**src/sv/dcm_pkg.sv**
```systemverilog
// Shared types and constants of the multichannel duty cycle meter.
`default_nettype none

package dcm_pkg;

    localparam int PIN_W      = 16;
    localparam int CH_W       = 4;
    localparam int RUN_W      = 31;
    localparam int EDGE_W     = 32;
    localparam int COMP_W     = 16;
    localparam int RATE_W     = 32;
    localparam int DUTY_W     = 10;
    localparam int FREQ_W     = 16;
    localparam int SUM_W      = RUN_W + 1;
    localparam int PROD_W     = SUM_W + DUTY_W;
    localparam int DIV_W      = SUM_W + FREQ_W;
    localparam int STEP_W     = $clog2(FREQ_W + 1);
    localparam int CFG_IDX_W  = 2;
    localparam int CFG_DATA_W = 32;
    localparam int S_TDATA_W  = 24;
    localparam int M_TDATA_W  = 64;

    localparam logic [DUTY_W-1:0] PERMILLE      = DUTY_W'(1000);
    localparam logic [FREQ_W-1:0] FREQ_MAX      = '1;
    localparam logic [RUN_W-1:0]  RUN_MAX       = '1;
    localparam logic [RUN_W-1:0]  STEADY_RESET  = RUN_W'(200000);
    localparam logic [RATE_W-1:0] RATE_RESET    = RATE_W'(200000);
    localparam logic [COMP_W-1:0] COMP_RESET    = '0;
    localparam logic [STEP_W-1:0] STEP_FIRST    = STEP_W'(FREQ_W);
    localparam logic [STEP_W-1:0] STEP_DUTY_TOP = STEP_W'(DUTY_W - 1);

    typedef enum logic {
        OP_TICK = 1'b0,
        OP_READ = 1'b1
    } op_t;

    typedef enum logic [CFG_IDX_W-1:0] {
        CFG_STEADY = 2'd0,
        CFG_RATE   = 2'd1,
        CFG_COMP   = 2'd2
    } cfg_idx_t;

    typedef struct packed {
        logic              level;
        logic [RUN_W-1:0]  run;
        logic [RUN_W-1:0]  lo;
        logic [RUN_W-1:0]  hi;
        logic [EDGE_W-1:0] edges;
    } lane_state_t;

    typedef struct packed {
        logic              done;
        logic [DUTY_W-1:0] duty;
        logic [FREQ_W-1:0] freq;
    } div_res_t;

endpackage

`default_nettype wire

```
**src/sv/dcm_div.sv**
```systemverilog
// Shared restoring divider for duty permille and saturated frequency.
`default_nettype none

module dcm_div
    import dcm_pkg::*;
(
    input  wire logic              aclk,
    input  wire logic              aresetn,
    input  wire logic              start,
    input  wire logic [RUN_W-1:0]  lo,
    input  wire logic [RUN_W-1:0]  hi,
    input  wire logic [COMP_W-1:0] comp,
    input  wire logic [RATE_W-1:0] rate,
    output div_res_t               res
);

    typedef enum logic [3:0] {
        D_IDLE = 4'b0001,
        D_MUL  = 4'b0010,
        D_STEP = 4'b0100,
        D_DONE = 4'b1000
    } div_state_t;

    div_state_t        state_reg;
    div_state_t        state_next;
    logic [STEP_W-1:0] step_reg;
    logic [SUM_W-1:0]  clo_reg;
    logic [SUM_W-1:0]  den_reg;
    logic [RATE_W-1:0] num_f_reg;
    logic [PROD_W-1:0] rem_d_reg;
    logic [RATE_W-1:0] rem_f_reg;
    logic [DIV_W-1:0]  ds_reg;
    logic [DUTY_W-1:0] qd_reg;
    logic [FREQ_W-1:0] qf_reg;
    logic              sat_reg;
    logic              ge_f;
    logic              ge_d;

    assign ge_f = DIV_W'(rem_f_reg) >= ds_reg;
    assign ge_d = DIV_W'(rem_d_reg) >= ds_reg;

    always_comb begin
        state_next = state_reg;
        unique case (state_reg)
            D_IDLE: if (start) state_next = D_MUL;
            D_MUL:  state_next = D_STEP;
            D_STEP: if (step_reg == '0) state_next = D_DONE;
            D_DONE: state_next = D_IDLE;
            default: state_next = D_IDLE;
        endcase
    end

    always_ff @(posedge aclk) begin
        if (!aresetn) begin
            state_reg <= D_IDLE;
        end else begin
            state_reg <= state_next;
        end
    end

    always_ff @(posedge aclk) begin
        unique case (state_reg)
            D_IDLE: begin
                if (start) begin
                    if (hi > RUN_W'(comp)) begin
                        clo_reg <= SUM_W'(lo) + SUM_W'(comp);
                    end else begin
                        clo_reg <= SUM_W'(lo);
                    end
                    den_reg   <= SUM_W'(lo) + SUM_W'(hi);
                    num_f_reg <= rate;
                end
            end
            D_MUL: begin
                rem_d_reg <= PROD_W'(clo_reg) * PROD_W'(PERMILLE);
                rem_f_reg <= num_f_reg;
                ds_reg    <= {den_reg, {FREQ_W{1'b0}}};
                step_reg  <= STEP_FIRST;
                qd_reg    <= '0;
                qf_reg    <= '0;
                sat_reg   <= 1'b0;
            end
            D_STEP: begin
                if (ge_f) begin
                    rem_f_reg <= RATE_W'(DIV_W'(rem_f_reg) - ds_reg);
                end
                if (step_reg == STEP_FIRST) begin
                    sat_reg <= ge_f;
                end else begin
                    qf_reg <= {qf_reg[FREQ_W-2:0], ge_f};
                end
                if (step_reg <= STEP_DUTY_TOP) begin
                    if (ge_d) begin
                        rem_d_reg <= PROD_W'(DIV_W'(rem_d_reg) - ds_reg);
                    end
                    qd_reg <= {qd_reg[DUTY_W-2:0], ge_d};
                end
                ds_reg   <= ds_reg >> 1;
                step_reg <= step_reg - STEP_W'(1);
            end
            default: begin
            end
        endcase
    end

    assign res.done = (state_reg == D_DONE);
    assign res.duty = qd_reg;
    assign res.freq = sat_reg ? FREQ_MAX : qf_reg;

endmodule

`default_nettype wire

```
**config.mk**
```make
export PLATFORM = sky130hd
export DESIGN_NAME = dcm_div
export DESIGN_NICKNAME = d
export VERILOG_FILES = /design/src/sv/dcm_pkg.sv /design/src/sv/dcm_div.sv
export SDC_FILE = /design/constraint.sdc
export NUM_CORES = 1
export LEC_CHECK = 0
export ABC_CLOCK_PERIOD_IN_PS = 6800
export BUFFER_PORTS_ARGS = -buffer_cell sky130_fd_sc_hd__buf_2
export CAP_MARGIN = 25
export CORE_ASPECT_RATIO = 1.2
export CORE_MARGIN = 1
export CORE_UTILIZATION = 40
export CTS_BUF_LIST = sky130_fd_sc_hd__clkbuf_8 sky130_fd_sc_hd__clkbuf_16
export CTS_CLUSTER_SIZE = 30
export DETAILED_ROUTE_END_ITERATION = 10
export PLACE_DENSITY = 0.53
export REMOVE_ABC_BUFFERS = 1
export SETUP_SLACK_MARGIN = 0.2
export SYNTH_ARGS = -nofsm -noshare
export SYNTH_HDL_FRONTEND = slang
export SYNTH_SLANG_ARGS = --single-unit
```
**constraint.sdc**
```tcl
create_clock -name aclk -period 6.8 [get_ports aclk]
set_input_delay 1.02 -clock aclk [delete_from_list [all_inputs] [get_ports aclk]]
set_output_delay 1.02 -clock aclk [all_outputs]
set_load 0.1 [all_outputs]
```
==> results.cfg <==
[clock_tree]
clk_root_buffer_cell = clkbuf_16
cts_buffer_depth = 3
cts_buffers = 28
cts_max_level = 1
hold_buffers = 0
insertion_delay_ps = 570
cts_tree = yes
post-cts-setup-buffers = 0
cts_resized = 0
clk_pin_slew_ps = 60
cts_sinks = 254

[die]
coreArea_um2 = 53640
die_y_um = 257.0
start_util = 0.4040
die_w_um = 214.5
design.die.area_um2 = 55120
rows = 93
io_pins = 140

[setup_path]
start_kind = register
critPathArrivalTime_ps = 6070
end_kind = register
path_class = reg2reg
worstPathRequired_ps = 7090
ff2ff_path_depth = 17
path_max_fanout = 5

[cells_and_area]
layout_commonest_cell = inv_1
layout_common_cells = inv_1 (275), edfxtp_1 (250), ha_1 (225)
n_antenna_cell = 0
largest_register_ffs = 48
drive_above_1_share = 0.1006
area_growth_pct = 10.85
final_cells = 3058
multiInputGateArea_um2 = 12850
regArea_um2 = 7587
fill_cells = 5154
nets = 2786

[sta]
timing.final.crit_share = 0.8498
setup_violations = 0
fin_skew_ps = 13.22
fin_crit_ps = 5779
setup_tns_ps = 0
fmax_mhz = 173.1
max_slew_margin = 0.4060
drv_slew = 0
worst_slew_pin_slew_ps = 888.7
finalHoldViolations = 0
rsz0062_at_grt = false
holdWs_ps = 523.9

[route]
vias_per_cell = 5.146
totalWireLength_mm = 50.57
dr.pass1.iters = 5
drc_errors = 0
ant_nets = 0
vias = 15740
drt_iter0_drc = 649
wire_per_inst_um = 16.54

[grt]
grt_max_degree = 93
grt_pass1_wl_mm = 82.81
grt_pass1_vias = 16160
antenna_found_initial = 1
grt_usage = 0.1843
overflow = 0

[pwr]
p_leak_nw = 10.55
ir_drop_mv = 0.2949
report.power.total_mw = 11.12
powerDensity_nw_per_um2 = 462.7

[placement]
dp.cells = 3008
port_buffers = 139
gp_congestion = 0.9012
place.detailed.hpwl_mm = 40.31

[synth]
synth_flop_cell = edfxtp_1
ys_types = 78
synth-seq-cells = 254
syn_inst = 2214
synth_edf_count = 250
syn_area_um2 = 21670
async_reset_ff_frac = 0
yosysWarningCount = 0
synth_area_per_cell_um2 = 9.789
synth-seq-area-share = 0.3501

[hold_path]
hold_depth = 2
hold_class = reg2reg

[run_status]
outcome = finished clean

[run]
drv_cap = 0
-- worst max-delay path, stage by stage, from the launching register on --
cell and delay (ps):
edfxtp_1 420, inv_1 250, fa_1 490, fa_1 540, fa_1 440, fa_1 520
inv_1 40, ha_1 250, nor4_1 490, a21oi_1 170, a31oi_1 390, nor4_1 110
nor2_1 290, o21ai_0 290, a31o_2 360, a31oi_1 200, xor2_1 160, mux2i_1 80
-- through the flow --
stage | setup slack [ps] | utilization | area (um2)
CTS | 1047 | 0.4479 | 24020
detailed placement | 1092 | 0.4306 | 23100
finish | 1021 | 0.4479 | 24020
global placement | 1252 | 0.4306 | 23100
global route | 600.0 | 0.4479 | 24020
floorplan | -195.5 | - | 21420
-- per-layer routing --
| metal | vias up | global-route usage | share of wire |
|---|---|---|---|
| met4 | 0 | 0.05913 | 0.030 |
| met2 | 276 | 0.3103 | 0.46 |
| met5 | - | 0 | 0 |
| li1 | 7996 | - | - |
| met3 | 69 | 0.02163 | 0.035 |
| met1 | 7395 | 0.2465 | 0.47 |
-- cells by family after synthesis --
group | after synthesis | synth area share
multiplexers | 7 | 0.003348
XOR/XNOR | 153 | 0.06183
AND/OR/NAND/NOR | 550 | 0.1209
AO/OA/AOI/OAI | 569 | 0.1630
buffers and inverters | 334 | 0.05831
adder cells (fa/ha/maj) | 347 | 0.2426
flip-flops | 254 | 0.3501
-- report_power, final --
group | switching (mW) | leakage, nW | internal, mW | total, mW
clock network | 0.628 | 0.470 | 0.916 | 1.54
logic | 4.17 | 7.73 | 3.07 | 7.24
registers | 0.0819 | 2.35 | 2.25 | 2.33
-- worst paths after layout --
kind / start / to / slack, ps
setup / recovery: clo_reg[5]$_DFFE_PP_ / rem_d_reg[36]$_DFFE_PP_ / 1020
hold / removal: den_reg[30]$_DFFE_PP_ / ds_reg[46]$_DFFE_PP_ / 520
setup reg to reg: clo_reg[5]$_DFFE_PP_ / rem_d_reg[36]$_DFFE_PP_ / 1020
hold reg to reg: den_reg[30]$_DFFE_PP_ / ds_reg[46]$_DFFE_PP_ / 520
-- final cells by class --
class | count | share of cell area
clock inverters | 21 | 0.008333
flip-flops and latches | 254 | 0.3158
inverters | 269 | 0.04203
multi-input cells | 1626 | 0.5351
repair buffers | 147 | 0.03146
well taps | 712 | 0.03708
clock buffers | 29 | 0.03021
-- cell usage after synthesis (all sizes together) (25+ instances only) --
cell	instances	area, um2
clkbuf	58	219.0
nand4	25	156.4
ha	225	2815
xnor2	83	727.0
a21oi	162	829.6
o21ai	187	935.9
nand2	199	747.0
xor2	70	613.1
fa	122	2442
edfxtp	250	7507
nand3	31	155.2
nor2	122	457.9
a21o	71	533.0
and2	31	193.9
inv	269	1010
Power figures use the tool's default switching activity.
