## config.mk

```make
export PLATFORM = sky130hd
export DESIGN_NAME = dcm_lane
export DESIGN_NICKNAME = d
export VERILOG_FILES = /design/src/sv/dcm_pkg.sv /design/src/sv/dcm_lane.sv
export SDC_FILE = /design/constraint.sdc
export NUM_CORES = 1
export LEC_CHECK = 0
export BUFFER_PORTS_ARGS = -buffer_cell sky130_fd_sc_hd__clkbuf_2
export CORE_UTILIZATION = 55
export DETAILED_ROUTE_END_ITERATION = 12
export PLACE_DENSITY = 0.9
export SLEW_MARGIN = 25
export SYNTH_ARGS = -nofsm -noshare
export SYNTH_HDL_FRONTEND = slang
export SYNTH_SLANG_ARGS = --single-unit
```

## constraint.sdc

```tcl
create_clock -name aclk -period 3.45 [get_ports aclk]
set_input_delay 0.345 -clock aclk [delete_from_list [all_inputs] [get_ports aclk]]
set_output_delay 0.345 -clock aclk [all_outputs]
set_load 0.01 [all_outputs]
```

## src/sv/dcm_pkg.sv

```systemverilog
// Shared types and constants of the multichannel duty cycle meter.
`default_nettype none

package dcm_pkg;

    localparam int PIN_W      = 16;
    localparam int CH_W       = 4;
    localparam int RUN_W      = 31;
    localparam int EDGE_W     = 32;
    localparam int COMP_W     = 16;
    localparam int RATE_W     = 32;
    localparam int DUTY_W     = 10;
    localparam int FREQ_W     = 16;
    localparam int SUM_W      = RUN_W + 1;
    localparam int PROD_W     = SUM_W + DUTY_W;
    localparam int DIV_W      = SUM_W + FREQ_W;
    localparam int STEP_W     = $clog2(FREQ_W + 1);
    localparam int CFG_IDX_W  = 2;
    localparam int CFG_DATA_W = 32;
    localparam int S_TDATA_W  = 24;
    localparam int M_TDATA_W  = 64;

    localparam logic [DUTY_W-1:0] PERMILLE      = DUTY_W'(1000);
    localparam logic [FREQ_W-1:0] FREQ_MAX      = '1;
    localparam logic [RUN_W-1:0]  RUN_MAX       = '1;
    localparam logic [RUN_W-1:0]  STEADY_RESET  = RUN_W'(200000);
    localparam logic [RATE_W-1:0] RATE_RESET    = RATE_W'(200000);
    localparam logic [COMP_W-1:0] COMP_RESET    = '0;
    localparam logic [STEP_W-1:0] STEP_FIRST    = STEP_W'(FREQ_W);
    localparam logic [STEP_W-1:0] STEP_DUTY_TOP = STEP_W'(DUTY_W - 1);

    typedef enum logic {
        OP_TICK = 1'b0,
        OP_READ = 1'b1
    } op_t;

    typedef enum logic [CFG_IDX_W-1:0] {
        CFG_STEADY = 2'd0,
        CFG_RATE   = 2'd1,
        CFG_COMP   = 2'd2
    } cfg_idx_t;

    typedef struct packed {
        logic              level;
        logic [RUN_W-1:0]  run;
        logic [RUN_W-1:0]  lo;
        logic [RUN_W-1:0]  hi;
        logic [EDGE_W-1:0] edges;
    } lane_state_t;

    typedef struct packed {
        logic              done;
        logic [DUTY_W-1:0] duty;
        logic [FREQ_W-1:0] freq;
    } div_res_t;

endpackage

`default_nettype wire

```

## src/sv/dcm_lane.sv

```systemverilog
// One channel lane: edge detection, phase lengths, run and edge counters.
`default_nettype none

module dcm_lane
    import dcm_pkg::*;
(
    input  wire logic  aclk,
    input  wire logic  aresetn,
    input  wire logic  tick_en,
    input  wire logic  pin,
    output lane_state_t state
);

    lane_state_t st_reg;
    lane_state_t st_next;

    always_comb begin
        st_next = st_reg;
        if (tick_en) begin
            if (pin != st_reg.level) begin
                st_next.level = pin;
                st_next.edges = st_reg.edges + EDGE_W'(1);
                if (pin) begin
                    st_next.lo = st_reg.run;
                end else begin
                    st_next.hi = st_reg.run;
                end
                st_next.run = RUN_W'(1);
            end else if (st_reg.run != RUN_MAX) begin
                st_next.run = st_reg.run + RUN_W'(1);
            end
        end
    end

    always_ff @(posedge aclk) begin
        if (!aresetn) begin
            st_reg <= '0;
        end else begin
            st_reg <= st_next;
        end
    end

    assign state = st_reg;

endmodule

`default_nettype wire

```

==> flow_summary.toml, run 1 <==
[run_status]
outcome = "complete, no violations"

[clock_tree]
h-tree-depth = 4
cts_setup_buffers = 0
cts_tree = "done"
ctsResizeCount = 0
insertion_delay_ns = 0.51
path_clk_slew_ns = 0.06
clock_sinks = 126
cts_inserted_buffers = 17
postCtsHoldBufs = 0
root_buffer = "clkbuf_8"
cts_max_path_buffers = 2

[sta]
finalSetupTns_ns = 0
min_period_over_period = 0.793
finalSetupViolations = 0
skew_ns = 0.00902
hold_viol = 0
maxSlewViolCount = 0
rsz0062_at_grt = "no"
max_freq_mhz = 365
layout_min_cycle_time_ns = 2.74
tightest_slew_ns = 0.738
max-slew-margin-rel = 0.503

[layout]
nFillCells = 816
layout_common_cells = "175 x nand2_1, 129 x clkbuf_2, 126 x dfxtp_1"
instances_no_fill = 968
seqCellArea_sq_mm = 0.00252
drive_gt1_frac = 0.218
final_common_cell = "nand2_1"
multi_input_area_sq_mm = 0.00291
nets = 829
area_delta_synth_final_pct = 21.8
largest_register_ffs = 126
antenna_cells = 0

[power]
power.density_mw_per_mm2 = 506
p_clk_frac = 0.552
worst_ir_drop_vdd_mv = 0.305
swShare = 0.216
switchingPower_mw = 0.764
share_comb_of_total_power = 0.034
seq_power_share = 0.415
p_int_mw = 2.78
leakagePower_nw = 2.58

[yosys]
synthArstFlopShare = 0
seq_area_frac_synth = 0.439
syn_avg_cell_area_sq_um = 7.90
synth.area.top_cells = "dfxtp_1 44%, nand2_1 11%, a21oi_1 6.6%, clkbuf_1 3.3%, xnor2_1 2.7%"
synth.largest_area_cell = "dfxtp_1"
synth_ff_type = "dfxtp_1"
syn_nets = 735
yosys.area.top_type_share = 0.439
syn_area_sq_mm = 0.00575
synth_edf_count = 0
yosysUniqueCellTypes = 54
synth-seq-cells = 126
yosys_warnings = 0
synthCells = 728

[die]
fp.coreArea_sq_mm = 0.00995
fp.dieW_um = 104
dieArea_sq_mm = 0.0109
start_util = 0.577
ios = 130
num_rows = 36
die_h_um = 104

[drt]
dr.pass1.iters = 5
drt-initial-drc-count = 500
wl_per_cell_um = 16.2
wirelength_um = 15700
via_per_inst = 5.95
drc = 0
final_antenna_net_count = 0
num_vias = 5758

[placed_design]
post-dp-hpwl_um = 9990
dp.cells = 936
place.port_buffers = 129
gp_congestion = 0.927

[grt]
use_met1 = 0.377
grt_pass1_vias = 5281
gr-usage-met2 = 0.473
antenna_found_initial = 0
overflow = 0
grt_pass1_wl_um = 26000
global_route.peak_usage_layer = "met2"
grt_max_degree = 52
grt_use_total = 0.294
gr-usage-met3 = 0.0789

[setup_path]
crit_path_start_kind = "flop"
worstPathArrival_ns = 3.17
critical_path.max_fanout = 14
cp-end-kind = "flop"
critical_path_class = "flop to flop"
max_stage_delay_ns = 0.52
required_ns = 3.88
slowest_stage = "and4_1"
crit_chain = "ha_1 -> nand3_1 -> nor4_2 -> and4_1 -> buf_4 -> o311ai_0 -> a31oi_1"

[flow_run]
maxCapViolCount = 0

[worst_hold_path]
hp-class = "input pin to flop"
## kinds of logic after synthesis
group                    count (synthesis)  synth area share
XOR/XNOR                                28            0.0427
flip-flops                             126             0.439
adder cells (fa/ha/maj)                  3           0.00653
multiplexers                             1           0.00174
AND/OR/NAND/NOR                        361             0.304
buffers and inverters                   70            0.0557
AO/OA/AOI/OAI                          139             0.150
## layout make-up
cell class / count / share of cell area
clock buffer: 20 / 0.0636
sequential: 126 / 0.360
multi-input combinational: 532 / 0.416
inverter: 5 / 0.00286
timing repair buffer: 140 / 0.104
tap: 133 / 0.0238
clock inverter: 12 / 0.0295
## synthesized netlist by cell type, types with 11 or more instances
master	count
and4_1	11
or4_1	12
clkbuf_1	50
nand3_1	27
nor4_1	16
a31oi_1	14
dfxtp_1	126
a21oi_1	76
nor3_1	11
nand2_1	175
nor2_1	40
xnor2_1	18
nand4_1	24
## path summary, 6_finish.rpt
path | start | slack, ns | end | cells after the start
min reg2reg | state[68] | 0.45 | state[68] | 2
max reg2reg | state[94] | 0.71 | state[102] | 7
max | state[94] | 0.71 | state[102] | 7
min | pin | 0.21 | state[125] | 3
## stage by stage
step           hold WS (ns)  power (mW)  setup WS [ns]   util  instance area, sq um
3_3_place_gp          0.441        1.61          0.929  0.638                  6350
5_1_grt               0.221        3.64          0.453  0.703                  7000
2_1_floorplan         0.481        1.58           1.18      -                  5750
6_report              0.205        3.54          0.713  0.703                  7000
3_5_place_dp          0.446        1.62          0.786  0.638                  6350
4_1_cts               0.185        3.56          0.768  0.703                  7000
## worst max-delay path: cells and delay by family, from the launching register on
family	cells	cell delay [ns]
AOI/OAI and AO/OA	2	0.35
adders and majority gates	1	0.24
buffers and inverters	1	0.27
DFF	1	0.51
and+or+nand+nor	3	1.28
## power groups by stage
stage | Clock [mW] | Sequential [mW] | Combinational, mW
after floorplan | 0 | 1.50 | 0.0762
after global placement | 0 | 1.50 | 0.115
after detailed placement | 0 | 1.50 | 0.116
after CTS | 1.98 | 1.47 | 0.117
after global routing | 2.05 | 1.47 | 0.129
final | 1.95 | 1.47 | 0.119
## metal layers
metal	part of all wire	vias to the layer above	routed length, um
li1	-	2764	-
met1	0.43	2660	6680
met2	0.47	295	7330
met3	0.086	39	1340
met4	0.021	0	329
met5	0	-	0
No activity file was read; power rests on OpenSTA's default activity.
==> run 2: changes to the inputs <==
- CORE_UTILIZATION: 55 -> 49
- PLACE_DENSITY: 0.9 -> 0.85
- clock period: 3.45 -> 2.3 ns (I/O delays scaled with it)
==> run 2 against run 1 <==
Count of clock-buffer cells in the layout up 5. Maximum frequency up 30%. Clock skew down 0.0026 ns. Clock power up 37%. Worst hold slack worse by 0.026 ns.
==> flow_summary.toml, run 2 (synthesis gave the netlist of run 1 again) <==
[die]
dieArea_sq_mm = 0.0122
ios = 130
start_util = 0.503
fp.dieW_um = 110
die_h_um = 110
fp.coreArea_sq_mm = 0.0114
num_rows = 39

[layout]
drive_gt1_frac = 0.251
area_delta_synth_final_pct = 26.7
layout_common_cells = "175 x nand2_1, 129 x clkbuf_2, 126 x dfxtp_1"
final_common_cell = "nand2_1"
antenna_cells = 0
instances_no_fill = 1021
nets = 872
largest_register_ffs = 126

[sta]
min_period_over_period = 0.912
tightest_slew_ns = 0.696
max_freq_mhz = 477
layout_min_cycle_time_ns = 2.10
finalSetupTns_ns = 0
maxSlewViolCount = 0
hold_viol = 0
skew_ns = 0.00639
rsz0062_at_grt = "no"
finalSetupViolations = 0
max-slew-margin-rel = 0.536

[clock_tree]
clock_sinks = 126
path_clk_slew_ns = 0.05
root_buffer = "clkbuf_16"
cts_inserted_buffers = 17
cts_tree = "done"
h-tree-depth = 4
cts_setup_buffers = 0
insertion_delay_ns = 0.42
cts_max_path_buffers = 2
ctsResizeCount = 0
postCtsHoldBufs = 0

[drt]
drc = 0
drt-initial-drc-count = 671
wirelength_um = 16500
dr.pass1.iters = 5
num_vias = 5919
final_antenna_net_count = 0
wl_per_cell_um = 16.2
via_per_inst = 5.80

[worst_hold_path]
holdPathStages = 3
hp-class = "input pin to flop"
min_from = "pin"

[grt]
use_met1 = 0.355
grt_pass1_vias = 5189
grt_use_total = 0.276
grt_pass1_wl_um = 25800
gr-usage-met3 = 0.0664
gr-usage-met2 = 0.443
global_route.peak_usage_layer = "met2"
antenna_found_initial = 0
overflow = 0
grt_max_degree = 59

[setup_path]
setup.worst_path.start = "state[95]"
crit_chain = "ha_1 -> nand3_1 -> or4_1 -> nor3_1 -> a21oi_1 -> a311o_1"
r2r_cells = 6
max_stage_delay_ns = 0.63
critical_path_class = "flop to flop"
r2r-start = "state[95]"
worstPathArrival_ns = 2.41
required_ns = 2.61
cp-end-kind = "flop"
critical_path.max_fanout = 5
crit_path_start_kind = "flop"
slowest_stage = "or4_1"

[run_status]
outcome = "complete, no violations"

[placed_design]
post-dp-hpwl_um = 11000
gp_congestion = 0.950
place.port_buffers = 129
dp.cells = 989

[power]
power.density_mw_per_mm2 = 698
worst_ir_drop_vdd_mv = 0.650
leakagePower_nw = 2.78
p_total_mw = 5.08

[flow_run]
maxCapViolCount = 0
==> run 2: layout make-up <==
cell class                 count  area, sq um
clock buffer                  25          475
clock inverter                 7          110
fill                         982         4140
inverter                       5         20.0
multi-input combinational    532         2910
sequential                   126         2520
tap                          143          179
timing repair buffer         183         1060
==> run 2: where the power goes <==
part	internal, mW	leakage [nW]	switching [mW]	total (mW)
Clock	1.75	0.289	0.930	2.68
Sequential	2.19	1.02	0.00786	2.20
Combinational	0.0520	1.48	0.150	0.202
Total	4.00	2.78	1.09	5.08
==> run 2: layer usage <==
layer	part of all wire	vias to the layer above
met5	0	-
met4	0.022	0
met3	0.075	46
met2	0.48	266
met1	0.43	2769
li1	-	2838
==> run 2: critical path, delay by kind of cell, from the launching register on <==
kind,cells,cell delay [ns]
and+or+nand+nor,3,1.04
AOI/OAI and AO/OA,2,0.42
adders and majority gates,1,0.19
DFF,1,0.34
==> run 2: final timing paths <==
check                             endpoint  slack (ns)
worst max-delay path            state[118]        0.20
worst min-delay path            state[125]        0.18
worst max register to register  state[118]        0.20
worst min register to register   state[91]        0.45
==> run 2: through the flow <==
step | hold slack [ns] | setup slack [ns] | util | cell area (sq um)
global route | 0.219 | 0.0496 | 0.638 | 7280
detailed placement | 0.447 | 0.233 | 0.587 | 6700
finish | 0.179 | 0.202 | 0.638 | 7280
CTS | 0.179 | 0.214 | 0.638 | 7280
global placement | 0.441 | 0.285 | 0.587 | 6700
floorplan | 0.402 | 0.0269 | - | 5750
==> run 3: changes to the inputs <==
- ABC_AREA: not set -> 1
- CORE_UTILIZATION: 49 -> 24
- PLACE_DENSITY: 0.85 -> 0.52
==> run 3 against run 2 <==
Synthesized cell count up 25%. Routed wire length up 16%. Sequential power up 5%. Area after synthesis up 3.9%. Largest power group unchanged.
==> flow_summary.toml, run 3 <==
[die]
num_rows = 57
dieArea_sq_mm = 0.0255
ios = 130
start_util = 0.245
fp.coreArea_sq_mm = 0.0244
fp.dieW_um = 160
die_h_um = 160

[setup_path]
r2r-start = "state[102]"
slowest_stage = "dfxtp_1"
critical_path_class = "flop to flop"
crit_path_frequent_cell = "nand2_1"
crit_path_start_kind = "flop"
cp_top_family = "simple AND/OR/NAND/NOR gates"
rr_endpoint = "state[115]"
worstPathBufferInverterCount = 1
critical_path.max_fanout = 24
max_stage_delay_ns = 0.45
r2r_cells = 10
ff2ff_setup_slack_ns = 0.47
required_ns = 2.67
worstPathArrival_ns = 2.19
crit_chain = "nand2_1 -> nor2_1 -> nand2_1 -> nor2_4 -> nand3_4 -> nand2_4 -> inv_2 -> nand2_1 -> nand2_1 -> nor2_1"
cp-end-kind = "flop"

[yosys]
synth_xor_area_frac = 0
syn_nets = 918
synth.largest_area_cell = "dfxtp_1"
syn_area_sq_mm = 0.00597
synth_ff_type = "dfxtp_1"
yosys.area.top_type_share = 0.422
syn_avg_cell_area_sq_um = 6.56
yosys_warnings = 0
synth.area.top_cells = "dfxtp_1 42%, nand2_1 14%, nor2_1 8.1%, a21oi_1 7.5%, o21ai_0 6.6%"
seq_area_frac_synth = 0.422
synthArstFlopShare = 0
post-synth-top-count-cell = "nand2_1"
synth-simple-area-share = 0.332
synth-seq-cells = 126
synth-adder-area-share = 0.00628
yosysUniqueCellTypes = 30
synth.area.mux_share = 0
synth_compound_area_frac = 0.147
synthCells = 911
synth_common_cells = "230 x nand2_1, 129 x nor2_1, 126 x dfxtp_1"
synth_edf_count = 0
synth_top_family_by_area = "simple AND/OR/NAND/NOR gates"

[clock_tree]
postCtsHoldBufs = 0
cts_inserted_buffers = 17
cts_setup_buffers = 0
cts_tree = "done"
insertion_delay_ns = 0.43
path_clk_slew_ns = 0.06
ctsResizeCount = 0
root_buffer = "clkbuf_16"
h-tree-depth = 4
cts_max_path_buffers = 2
clock_sinks = 126

[sta]
rsz0062_at_grt = "no"
min_period_over_period = 0.794
maxSlewViolCount = 0
max_freq_mhz = 548
finalSetupTns_ns = 0
layout_setup_ws_ns = 0.474
tightest_slew_ns = 0.763
layout_min_cycle_time_ns = 1.83
skew_ns = 0.0121
max-slew-margin-rel = 0.491
hold_viol = 0
finalSetupViolations = 0

[power]
worst_ir_drop_vdd_mv = 0.338
p_total_mw = 5.55
leakagePower_nw = 3.25
power.density_mw_per_mm2 = 729

[placed_design]
gp_congestion = 0.860
dpl_cell_area_sq_mm = 0.00700
dp.cells = 1341
post-dp-hpwl_um = 13800
place.port_buffers = 129
pre_cts_ws_ns = 0.496

[worst_hold_path]
hold_path_end = "state[67]"
hp-class = "input pin to flop"
holdPathStages = 4
min_from = "pin"

[grt]
grt_pass1_vias = 5788
grt_pass1_wl_um = 30900
overflow = 0
grt_max_degree = 81
antenna_found_initial = 0
grt_use_total = 0.153

[drt]
final_antenna_net_count = 0
via_per_inst = 4.40
drt-initial-drc-count = 380
wl_per_cell_um = 13.9
wirelength_um = 19100
dr.pass1.iters = 4
num_vias = 6047
drc = 0

[layout]
final_common_cell = "nand2_1"
largest_register_ffs = 126
instances_no_fill = 1373
nets = 1043
layout_common_cells = "230 x nand2_1, 128 x clkbuf_2, 127 x nor2_1"
drive_gt1_frac = 0.185
antenna_cells = 0
final_cell_area_sq_mm = 0.00762
area_delta_synth_final_pct = 27.6
nFillCells = 2693

[run_status]
outcome = "complete, no violations"

[flow_run]
maxCapViolCount = 0
-- run 3: report_power, final --
part / switching, mW / leakage [nW] / internal (mW)
clock network: 1.08 / 0.293 / 1.77
registers: 0.0489 / 1.02 / 2.25
logic: 0.265 / 1.93 / 0.131
total: 1.40 / 3.25 / 4.15
-- run 3: kinds of logic (layout without fill, tap and decap cells) --
group           count (synthesis)  in the layout
compound gates                173            173
simple gates                  468            468
fa+ha+maj                       3              3
buf+inv                       141            279
flops                         126            126
-- run 3: metrics by stage --
stage | util | hold slack (ns)
3_3_place_gp | 0.287 | 0.477
3_5_place_dp | 0.287 | 0.496
6_report | 0.312 | 0.216
4_1_cts | 0.312 | 0.196
2_1_floorplan | - | 0.444
5_1_grt | 0.312 | 0.228
-- run 3: tightest hold or removal path, stage by stage --
cell	delay, ns
clkbuf_2	0.12
nand2_1	0.13
nor2_1	0.05
nor2_1	0.07
-- run 3: area by class of cell --
cell class | count | area (sq um) | area share
tap | 324 | 405 | 0.0532
sequential | 126 | 2520 | 0.331
clock inverter | 12 | 161 | 0.0212
clock buffer | 20 | 457 | 0.0599
timing repair buffer | 141 | 761 | 0.0998
multi-input combinational | 644 | 2920 | 0.383
inverter | 106 | 398 | 0.0522
-- run 3: per-layer routing --
layer	GRT usage	wire length, um
met3	0.0486	1230
met4	0.0472	282
met5	0	0
met1	0.188	8770
met2	0.255	8800
-- run 3: how the worst max path moves through the flow --
stage               startpoint    endpoint  cells after the start
detailed placement  state[125]   state[31]                     10
floorplan            state[95]   state[96]                     11
CTS                 state[125]   state[20]                     11
global placement           pin   state[20]                     12
global route        state[102]  state[107]                     10
finish              state[102]  state[115]                     10
